<file path="config.mk">
export PLATFORM = sky130hd
export DESIGN_NAME = tccs_ctrl
export DESIGN_NICKNAME = d
export VERILOG_FILES = /design/src/hdl/tccs_pkg.sv /design/src/hdl/tccs_ctrl.sv
export SDC_FILE = /design/constraint.sdc
export NUM_CORES = 1
export LEC_CHECK = 0
export ABC_AREA = 0
export BUFFER_PORTS_ARGS = -buffer_cell sky130_fd_sc_hd__buf_2
export CAP_MARGIN = 20
export CORE_MARGIN = 5
export CORE_UTILIZATION = 35
export CTS_CLUSTER_DIAMETER = 50
export DETAILED_ROUTE_END_ITERATION = 10
export PLACE_DENSITY = 0.68
export RECOVER_POWER = 50
export SKIP_LAST_GASP = 1
export SYNTH_ARGS = -nofsm -noshare
export SYNTH_HDL_FRONTEND = slang
export SYNTH_SLANG_ARGS = --single-unit
</file>
<file path="constraint.sdc">
create_clock -name i_clk -period 5.7 [get_ports i_clk]
set_clock_uncertainty 0.1 [all_clocks]
set_input_delay 0.57 -clock i_clk [delete_from_list [all_inputs] [get_ports i_clk]]
set_output_delay 0.57 -clock i_clk [all_outputs]
set_load 0.02 [all_outputs]
</file>
<file path="src/hdl/tccs_pkg.sv">
// Shared constants, codes and item/result types for the text console.
`timescale 1ns / 1ps

package tccs_pkg;

    localparam int DEF_COLUMNS  = 80;
    localparam int DEF_ROWS     = 25;
    localparam int DEF_TAB_STOP = 4;

    localparam int KIND_W     = 2;
    localparam int CHAR_W     = 8;
    localparam int ATTR_W     = 8;
    localparam int CELL_W     = ATTR_W + CHAR_W;
    localparam int READ_ROW_W = 5;
    localparam int READ_COL_W = 7;
    localparam int CUR_ROW_W  = 5;
    localparam int CUR_COL_W  = 7;
    localparam int CUR_POS_W  = 11;

    localparam logic [KIND_W-1:0] KIND_PUT   = 2'd0;
    localparam logic [KIND_W-1:0] KIND_READ  = 2'd1;
    localparam logic [KIND_W-1:0] KIND_CLEAR = 2'd2;

    localparam logic [CHAR_W-1:0] CHAR_BS    = 8'h08;
    localparam logic [CHAR_W-1:0] CHAR_TAB   = 8'h09;
    localparam logic [CHAR_W-1:0] CHAR_LF    = 8'h0A;
    localparam logic [CHAR_W-1:0] CHAR_CR    = 8'h0D;
    localparam logic [CHAR_W-1:0] CHAR_SPACE = 8'h20;

    localparam logic [ATTR_W-1:0] RESET_ATTR = 8'h0A;

    typedef struct packed {
        logic [KIND_W-1:0]     kind;
        logic [CHAR_W-1:0]     char_code;
        logic [READ_ROW_W-1:0] read_row;
        logic [READ_COL_W-1:0] read_col;
    } t_item;

    typedef struct packed {
        logic                 valid;
        logic [CELL_W-1:0]    cell_value;
        logic [CUR_ROW_W-1:0] cursor_row;
        logic [CUR_COL_W-1:0] cursor_col;
        logic [CUR_POS_W-1:0] cursor_position;
    } t_result;

endpackage

</file>
<file path="src/hdl/tccs_ctrl.sv">
// Console sequencer: cursor, row rotation, cell writes, scroll and clear sweeps.
`timescale 1ns / 1ps

module tccs_ctrl
    import tccs_pkg::*;
#(
    parameter int COLUMNS  = DEF_COLUMNS,
    parameter int ROWS     = DEF_ROWS,
    parameter int TAB_STOP = DEF_TAB_STOP,
    localparam int CELLS  = ROWS * COLUMNS,
    localparam int ADDR_W = $clog2(CELLS)
) (
    input  logic              i_clk,
    input  logic              i_rst_n,
    input  logic              i_cfg_wr_en,
    input  logic [ATTR_W-1:0] i_cfg_wr_data,
    input  logic              i_in_valid,
    output logic              o_in_stall,
    input  t_item             i_item,
    output t_result           o_res,
    input  logic              i_res_ready,
    output logic              o_mem_we,
    output logic [ADDR_W-1:0] o_mem_waddr,
    output logic [CELL_W-1:0] o_mem_wdata,
    output logic [ADDR_W-1:0] o_mem_raddr,
    input  logic [CELL_W-1:0] i_mem_rdata
);

    localparam int ROW_W = $clog2(ROWS);
    localparam int COL_W = $clog2(COLUMNS);
    localparam int PH_W  = $clog2(TAB_STOP);

    localparam logic [ROW_W-1:0]  LAST_ROW    = ROW_W'(ROWS - 1);
    localparam logic [COL_W-1:0]  LAST_COL    = COL_W'(COLUMNS - 1);
    localparam logic [PH_W-1:0]   LAST_PH     = PH_W'(TAB_STOP - 1);
    localparam logic [ROW_W:0]    ROWS_X      = (ROW_W + 1)'(ROWS);
    localparam logic [ADDR_W-1:0] COLS_A      = ADDR_W'(COLUMNS);
    localparam logic [ADDR_W-1:0] LAST_CELL   = ADDR_W'(CELLS - 1);
    localparam logic [ADDR_W-1:0] SCROLL_LAST = ADDR_W'(COLUMNS - 1);

    typedef enum logic [2:0] {
        S_IDLE,
        S_EXEC,
        S_TAB,
        S_READ,
        S_SCROLL,
        S_CLEAR,
        S_DONE
    } t_state;

    t_state             r_state, n_state;
    t_item              r_item, n_item;
    logic [ATTR_W-1:0]  r_attr;
    logic [ATTR_W-1:0]  r_sweep_attr, n_sweep_attr;
    logic [ROW_W-1:0]   r_row, n_row;
    logic [COL_W-1:0]   r_col, n_col;
    logic [PH_W-1:0]    r_phase, n_phase;
    logic [ROW_W-1:0]   r_top, n_top;
    logic [ADDR_W-1:0]  r_sweep, n_sweep;
    logic [CELL_W-1:0]  r_value, n_value;
    logic               r_boot, n_boot;

    // address path: logical row -> physical row (rotated by r_top) -> cell index
    logic [ROW_W-1:0]  a_row;
    logic [COL_W-1:0]  a_col;
    logic [ROW_W:0]    a_sum;
    logic [ROW_W-1:0]  a_phys;
    logic [ADDR_W-1:0] a_addr;

    logic              read_ok;
    logic              advance;
    logic              new_line;

    assign read_ok = (32'(r_item.read_row) < ROWS) && (32'(r_item.read_col) < COLUMNS);

    always_comb begin
        a_row = r_row;
        a_col = r_col;
        if (r_state == S_SCROLL) begin
            a_row = '0;
            a_col = r_sweep[COL_W-1:0];
        end else if (r_state == S_EXEC && r_item.kind == KIND_READ) begin
            a_row = ROW_W'(r_item.read_row);
            a_col = COL_W'(r_item.read_col);
        end else if (r_state == S_EXEC && r_item.char_code == CHAR_BS) begin
            a_col = r_col - COL_W'(1);
        end
        a_sum  = {1'b0, a_row} + {1'b0, r_top};
        a_phys = (a_sum >= ROWS_X) ? ROW_W'(a_sum - ROWS_X) : ROW_W'(a_sum);
        a_addr = ADDR_W'(a_phys) * COLS_A + ADDR_W'(a_col);
    end

    always_comb begin
        n_state      = r_state;
        n_item       = r_item;
        n_sweep_attr = r_sweep_attr;
        n_row        = r_row;
        n_col        = r_col;
        n_phase      = r_phase;
        n_top        = r_top;
        n_sweep      = r_sweep;
        n_value      = r_value;
        n_boot       = r_boot;
        o_mem_we     = 1'b0;
        o_mem_waddr  = a_addr;
        o_mem_wdata  = {r_attr, CHAR_SPACE};
        advance      = 1'b0;
        new_line     = 1'b0;

        unique case (r_state)
            S_IDLE: begin
                if (i_in_valid) begin
                    n_item  = i_item;
                    n_state = S_EXEC;
                end
            end
            S_EXEC: begin
                n_value = '0;
                n_state = S_DONE;
                unique case (r_item.kind)
                    KIND_PUT: begin
                        unique case (r_item.char_code)
                            CHAR_LF: new_line = 1'b1;
                            CHAR_CR: begin
                                n_col   = '0;
                                n_phase = '0;
                            end
                            CHAR_BS: begin
                                if (r_col != '0) begin
                                    o_mem_we = 1'b1;
                                    n_col    = r_col - COL_W'(1);
                                    n_phase  = (r_phase == '0) ? LAST_PH : r_phase - PH_W'(1);
                                end
                            end
                            CHAR_TAB: n_state = S_TAB;
                            default: begin
                                o_mem_we    = 1'b1;
                                o_mem_wdata = {r_attr, r_item.char_code};
                                advance     = 1'b1;
                            end
                        endcase
                    end
                    KIND_READ: begin
                        if (read_ok) begin
                            n_state = S_READ;
                        end
                    end
                    KIND_CLEAR: begin
                        n_row        = '0;
                        n_col        = '0;
                        n_phase      = '0;
                        n_top        = '0;
                        n_sweep      = '0;
                        n_sweep_attr = r_attr;
                        n_state      = S_CLEAR;
                    end
                    default: ;
                endcase
            end
            S_TAB: begin
                o_mem_we = 1'b1;
                advance  = 1'b1;
                if (r_col == LAST_COL || r_phase == LAST_PH) begin
                    n_state = S_DONE;
                end
            end
            S_READ: begin
                n_value = i_mem_rdata;
                n_state = S_DONE;
            end
            S_SCROLL: begin
                // blank the physical row that leaves the top and becomes the bottom
                o_mem_we = 1'b1;
                n_sweep  = r_sweep + ADDR_W'(1);
                if (r_sweep == SCROLL_LAST) begin
                    n_top   = (r_top == LAST_ROW) ? '0 : r_top + ROW_W'(1);
                    n_state = S_DONE;
                end
            end
            S_CLEAR: begin
                o_mem_we    = 1'b1;
                o_mem_waddr = r_sweep;
                o_mem_wdata = {r_sweep_attr, CHAR_SPACE};
                n_sweep     = r_sweep + ADDR_W'(1);
                if (r_sweep == LAST_CELL) begin
                    n_state = r_boot ? S_IDLE : S_DONE;
                    n_boot  = 1'b0;
                end
            end
            S_DONE: begin
                if (i_res_ready) begin
                    n_state = S_IDLE;
                end
            end
            default: n_state = S_IDLE;
        endcase

        if (advance) begin
            if (r_col == LAST_COL) begin
                new_line = 1'b1;
            end else begin
                n_col   = r_col + COL_W'(1);
                n_phase = (r_phase == LAST_PH) ? '0 : r_phase + PH_W'(1);
            end
        end

        if (new_line) begin
            n_col   = '0;
            n_phase = '0;
            if (r_row == LAST_ROW) begin
                n_sweep = '0;
                n_state = S_SCROLL;
            end else begin
                n_row = r_row + ROW_W'(1);
            end
        end
    end

    always_ff @(posedge i_clk) begin
        if (!i_rst_n) begin
            r_state      <= S_CLEAR;
            r_boot       <= 1'b1;
            r_sweep      <= '0;
            r_sweep_attr <= RESET_ATTR;
            r_attr       <= RESET_ATTR;
            r_row        <= '0;
            r_col        <= '0;
            r_phase      <= '0;
            r_top        <= '0;
        end else begin
            r_state      <= n_state;
            r_boot       <= n_boot;
            r_sweep      <= n_sweep;
            r_sweep_attr <= n_sweep_attr;
            r_row        <= n_row;
            r_col        <= n_col;
            r_phase      <= n_phase;
            r_top        <= n_top;
            if (i_cfg_wr_en) begin
                r_attr <= i_cfg_wr_data;
            end
        end
        r_item  <= n_item;
        r_value <= n_value;
    end

    assign o_in_stall  = (r_state != S_IDLE);
    assign o_mem_raddr = a_addr;

    always_comb begin
        o_res.valid           = (r_state == S_DONE);
        o_res.cell_value      = r_value;
        o_res.cursor_row      = CUR_ROW_W'(r_row);
        o_res.cursor_col      = CUR_COL_W'(r_col);
        o_res.cursor_position = CUR_POS_W'(ADDR_W'(r_row) * COLS_A + ADDR_W'(r_col));
    end

    a_col_range: assert property (@(posedge i_clk) disable iff (!i_rst_n)
        r_col <= LAST_COL)
        else $error("cursor column beyond last column");

    a_top_range: assert property (@(posedge i_clk) disable iff (!i_rst_n)
        r_top <= LAST_ROW)
        else $error("row rotation offset out of range");

    a_scroll_row: assert property (@(posedge i_clk) disable iff (!i_rst_n)
        (r_state == S_SCROLL) |-> (r_row == LAST_ROW))
        else $error("scroll while cursor not on bottom row");

    a_clear_home: assert property (@(posedge i_clk) disable iff (!i_rst_n)
        (r_state == S_DONE && r_item.kind == KIND_CLEAR)
            |-> (r_row == '0 && r_col == '0 && r_top == '0))
        else $error("clear finished without homing cursor");

    a_write_states: assert property (@(posedge i_clk) disable iff (!i_rst_n)
        o_mem_we |-> (r_state == S_EXEC || r_state == S_TAB ||
                      r_state == S_SCROLL || r_state == S_CLEAR))
        else $error("cell write outside a writing state");

endmodule

</file>
==> flow_summary.ini <==
[sta]
post-route-period-util = 1.047
setup_violations = 5
min_period_ns = 5.969
rsz0062_at_grt = true
finalHoldWorstSlack_ns = 0.2966
final.setup.worst_slack_ns = -0.2695
final-max-slew-violation-count = 0
hold_violations = 0
fmaxAchievable_mhz = 167.5
slew_headroom = 0.1763
worstMarginPinSlew_ns = 1.236

[grt]
grt_overflow_total = 0
grt_max_degree = 31
antenna_found_initial = 0
grt_usage = 0.1640
first_global_vias = 5250
grt_pass1_wl_mm = 26.16

[logic_synthesis]
synth.cell_area_um2 = 5818
synth_area_leaders = edfxtp_1 (20%), dfxtp_1 (17%), ha_1 (7.1%), nand2_1 (4.3%), mux2_2 (4.3%)
avgSynthCellArea_um2 = 8.923
synth_edf_count = 38
synth_top_area_share = 0.1961
ys_ff_latch = 88
synth_largest_area_cell = edfxtp_1
syn-num-nets = 741
syn_inst = 652
ys.flop_type = dfxtp_1
ys_seq_area_frac = 0.3682
ys_async_sr_fraction = 0
yosys.cell_types.count = 68
yosysWarnings = 0

[finish]
final-seq-area_um2 = 2147
fin_area_um2 = 7487
fin_util = 0.4547
fin_nets = 902
multi_input_area_um2 = 3651
fill_cells = 1651
drive_above_1_share = 0.2873
syn_to_final_growth_pct = 28.69
diodes = 0

[floorplan]
initial_core_util = 0.3533
pin_count = 131
die_h_um = 138.9
die_w_um = 138.9
rows = 47
dieArea_um2 = 19300
core_area_um2 = 16470

[clock_tree]
cts_root_buf = clkbuf_16
cts_buffers = 9
holdBufCountCts = 0
clock-sinks = 88
clk_pin_slew_ns = 0.06
cts_tree = yes
h-tree-depth = 3
ctsLongestPathBuffers = 2
clkLatencyLatePin_ns = 0.34

[worst_setup_path]
r2r_end = r_state[2]
end_kind = output pin
crit_chain = nor3_4 -> nand2_1 -> a21oi_2 -> ha_2 -> fa_1 -> inv_2 -> ha_4 -> inv_2 -> or3_4 -> a31oi_4 -> mux2_4 -> ha_4 -> ha_4 -> fa_2 -> nand2_2 -> nor3_2 -> mux2i_1 -> o211ai_1 -> xor2_2 -> mux2_4 -> buf_6
critical-path-top-delay-family = adder cells
crit_type = register to output pin
rr_worst_depth = 8
ff2ff_setup_slack_ns = 2.96
critPathBufInv = 3
start_kind = register
cp_data_arrival_time_ns = 5.30
crit_slowest_cell = fa_2
cp_data_required_time_ns = 5.03
slowest_delay_ns = 0.56
crit_top_cell = ha_4
worstPathMaxFanout = 4
rr_startpoint = r_col[1]

[status]
violations = setup timing
outcome = finished with violations

[route]
wl_per_cell_um = 15.65
dr.pass1.iters = 5
num_vias = 5336
drt_iter0_drc = 395
drc = 0
drtAntennaViolNets = 0
vias_per_cell = 5.141
wirelength_mm = 16.25

[run]
maxCapViolations = 0

[worst_hold_path]
min_from = i_item[18]
hold_end = r_item[18]
hold_depth = 1
min_path_type = input port to register

[place]
portBuffers = 130
hpwlAfterDp_mm = 12.28
place_congestion = 0.9251
placed_cell_area_um2 = 7008

[power_and_ir_drop]
power_density_nw_per_um2 = 170.7
power.leakage_nw = 3.202
peakVddDrop_mv = 0.1337
Yosys cell counts, types with 10 or more instances:
cell / n
xnor2_1: 22
edfxtp_1: 38
inv_1: 28
ha_1: 33
clkbuf_1: 26
nor2b_1: 10
nand2_1: 66
mux2i_1: 16
nor2_1: 54
and2_1: 27
mux2_2: 22
dfxtp_1: 50
a21oi_1: 40
o21ai_0: 32
nand3_1: 22
nor3_1: 18
placed cells by master, fill, tap and decap left out, types with 4 or more instances in the layout:
cell        n
inv_1      25
o21a_1      4
o22ai_1     4
dfxtp_1    48
and2_1     27
xnor2_1    19
a21oi_1    37
a211oi_1    5
nor4_1      4
a21boi_0    7
xor2_1      8
nand2b_1    4
a21oi_2     4
mux2_2     19
or3_1       7
nand4_1     8
ha_4        4
clkbuf_16  10
buf_6       4
nand2_1    63
and3_1      9
nor3_1     16
buf_4      51
clkbuf_1   36
nand3_1    22
buf_2      91
o21ai_0    32
mux2i_1    16
nor2b_1    10
a21o_1      8
nor2_1     50
edfxtp_1   38
fa_1        4
ha_1       26
worst reg2reg max path, stage by stage (launching register included):
cell and delay, ns:
dfxtp_1 0.38, ha_1 0.24, and3_1 0.21, and3_1 0.28, a21oi_1 0.32, a2bb2oi_2 0.31
o21ai_1 0.25, buf_4 0.32, a211o_1 0.22
stage by stage:
step,std cells,worst slack (ns),total power [mW],TNS [ns]
after CTS,1032,-0.2301,1.296,-0.3862
after floorplan,652,-0.09971,0.6957,-0.09971
after detailed placement,1007,-0.1570,0.7182,-0.1852
after global routing,1038,-0.4149,1.330,-1.504
final,1038,-0.2695,1.278,-0.7276
after global placement,1006,-0.004913,0.7177,-0.004913
layer usage:
layer	wire (µm)	vias up	GRT usage
li1	-	2666	-
met1	7594	2490	0.2196
met2	7317	167	0.2595
met3	1122	13	0.04448
met4	211	0	0.04995
met5	0	-	0
layout make-up:
class	instances	share of cell area
clock buffer	10	0.03342
multi-input combinational	504	0.4876
clock inverter	6	0.005348
inverter	28	0.01404
tap	220	0.03676
sequential	88	0.2868
timing repair buffer	182	0.1360
cells by family after synthesis:
kind of cell	count (synthesis)	synth area share
AOI/OAI and AO/OA	138	0.1542
buffers and inverters	60	0.04172
xor gates and xnor gates	31	0.04667
and+or+nand+nor	259	0.2310
adders and majority gates	38	0.08817
DFF	88	0.3682
muxes	38	0.07011
timing repair:
action,CTS,global route
gates resized for setup,12,19
cloned,0,0
pin swaps,12,0
setup endpoints to repair,5,6
buffers inserted,9,4
endpoints found under the hold margin,0,0
registers in the layout, indices dropped and copies added, names as in the netlist:
name          cells
r_item           22
r_value          16
r_sweep          11
r_attr            8
r_sweep_attr      8
r_col             7
r_row             5
r_top             5
r_state           3
r_phase           2
r_boot            1
how the worst max path moves through the flow:
| stage | cells past startpoint | from | endpoint | slack, ns |
|---|---|---|---|---|
| floorplan | 24 | r_state[1] | o_mem_waddr[10] | -0.1 |
| finish | 21 | r_item[21] | o_mem_waddr[10] | -0.27 |
| detailed placement | 23 | r_state[2] | o_mem_waddr[10] | -0.16 |
| CTS | 22 | r_state[2] | o_mem_waddr[10] | -0.23 |
| global placement | 23 | r_state[2] | o_mem_waddr[10] | -0.005 |
| global route | 22 | r_state[2] | o_mem_waddr[10] | -0.41 |
report_power, final:
group / internal [mW] / switching, mW
combinational: 0.0212 / 0.0190
clock: 0.322 / 0.252
sequential: 0.659 / 0.00456
total: 1.00 / 0.276
No activity file was read; power rests on OpenSTA's default activity.
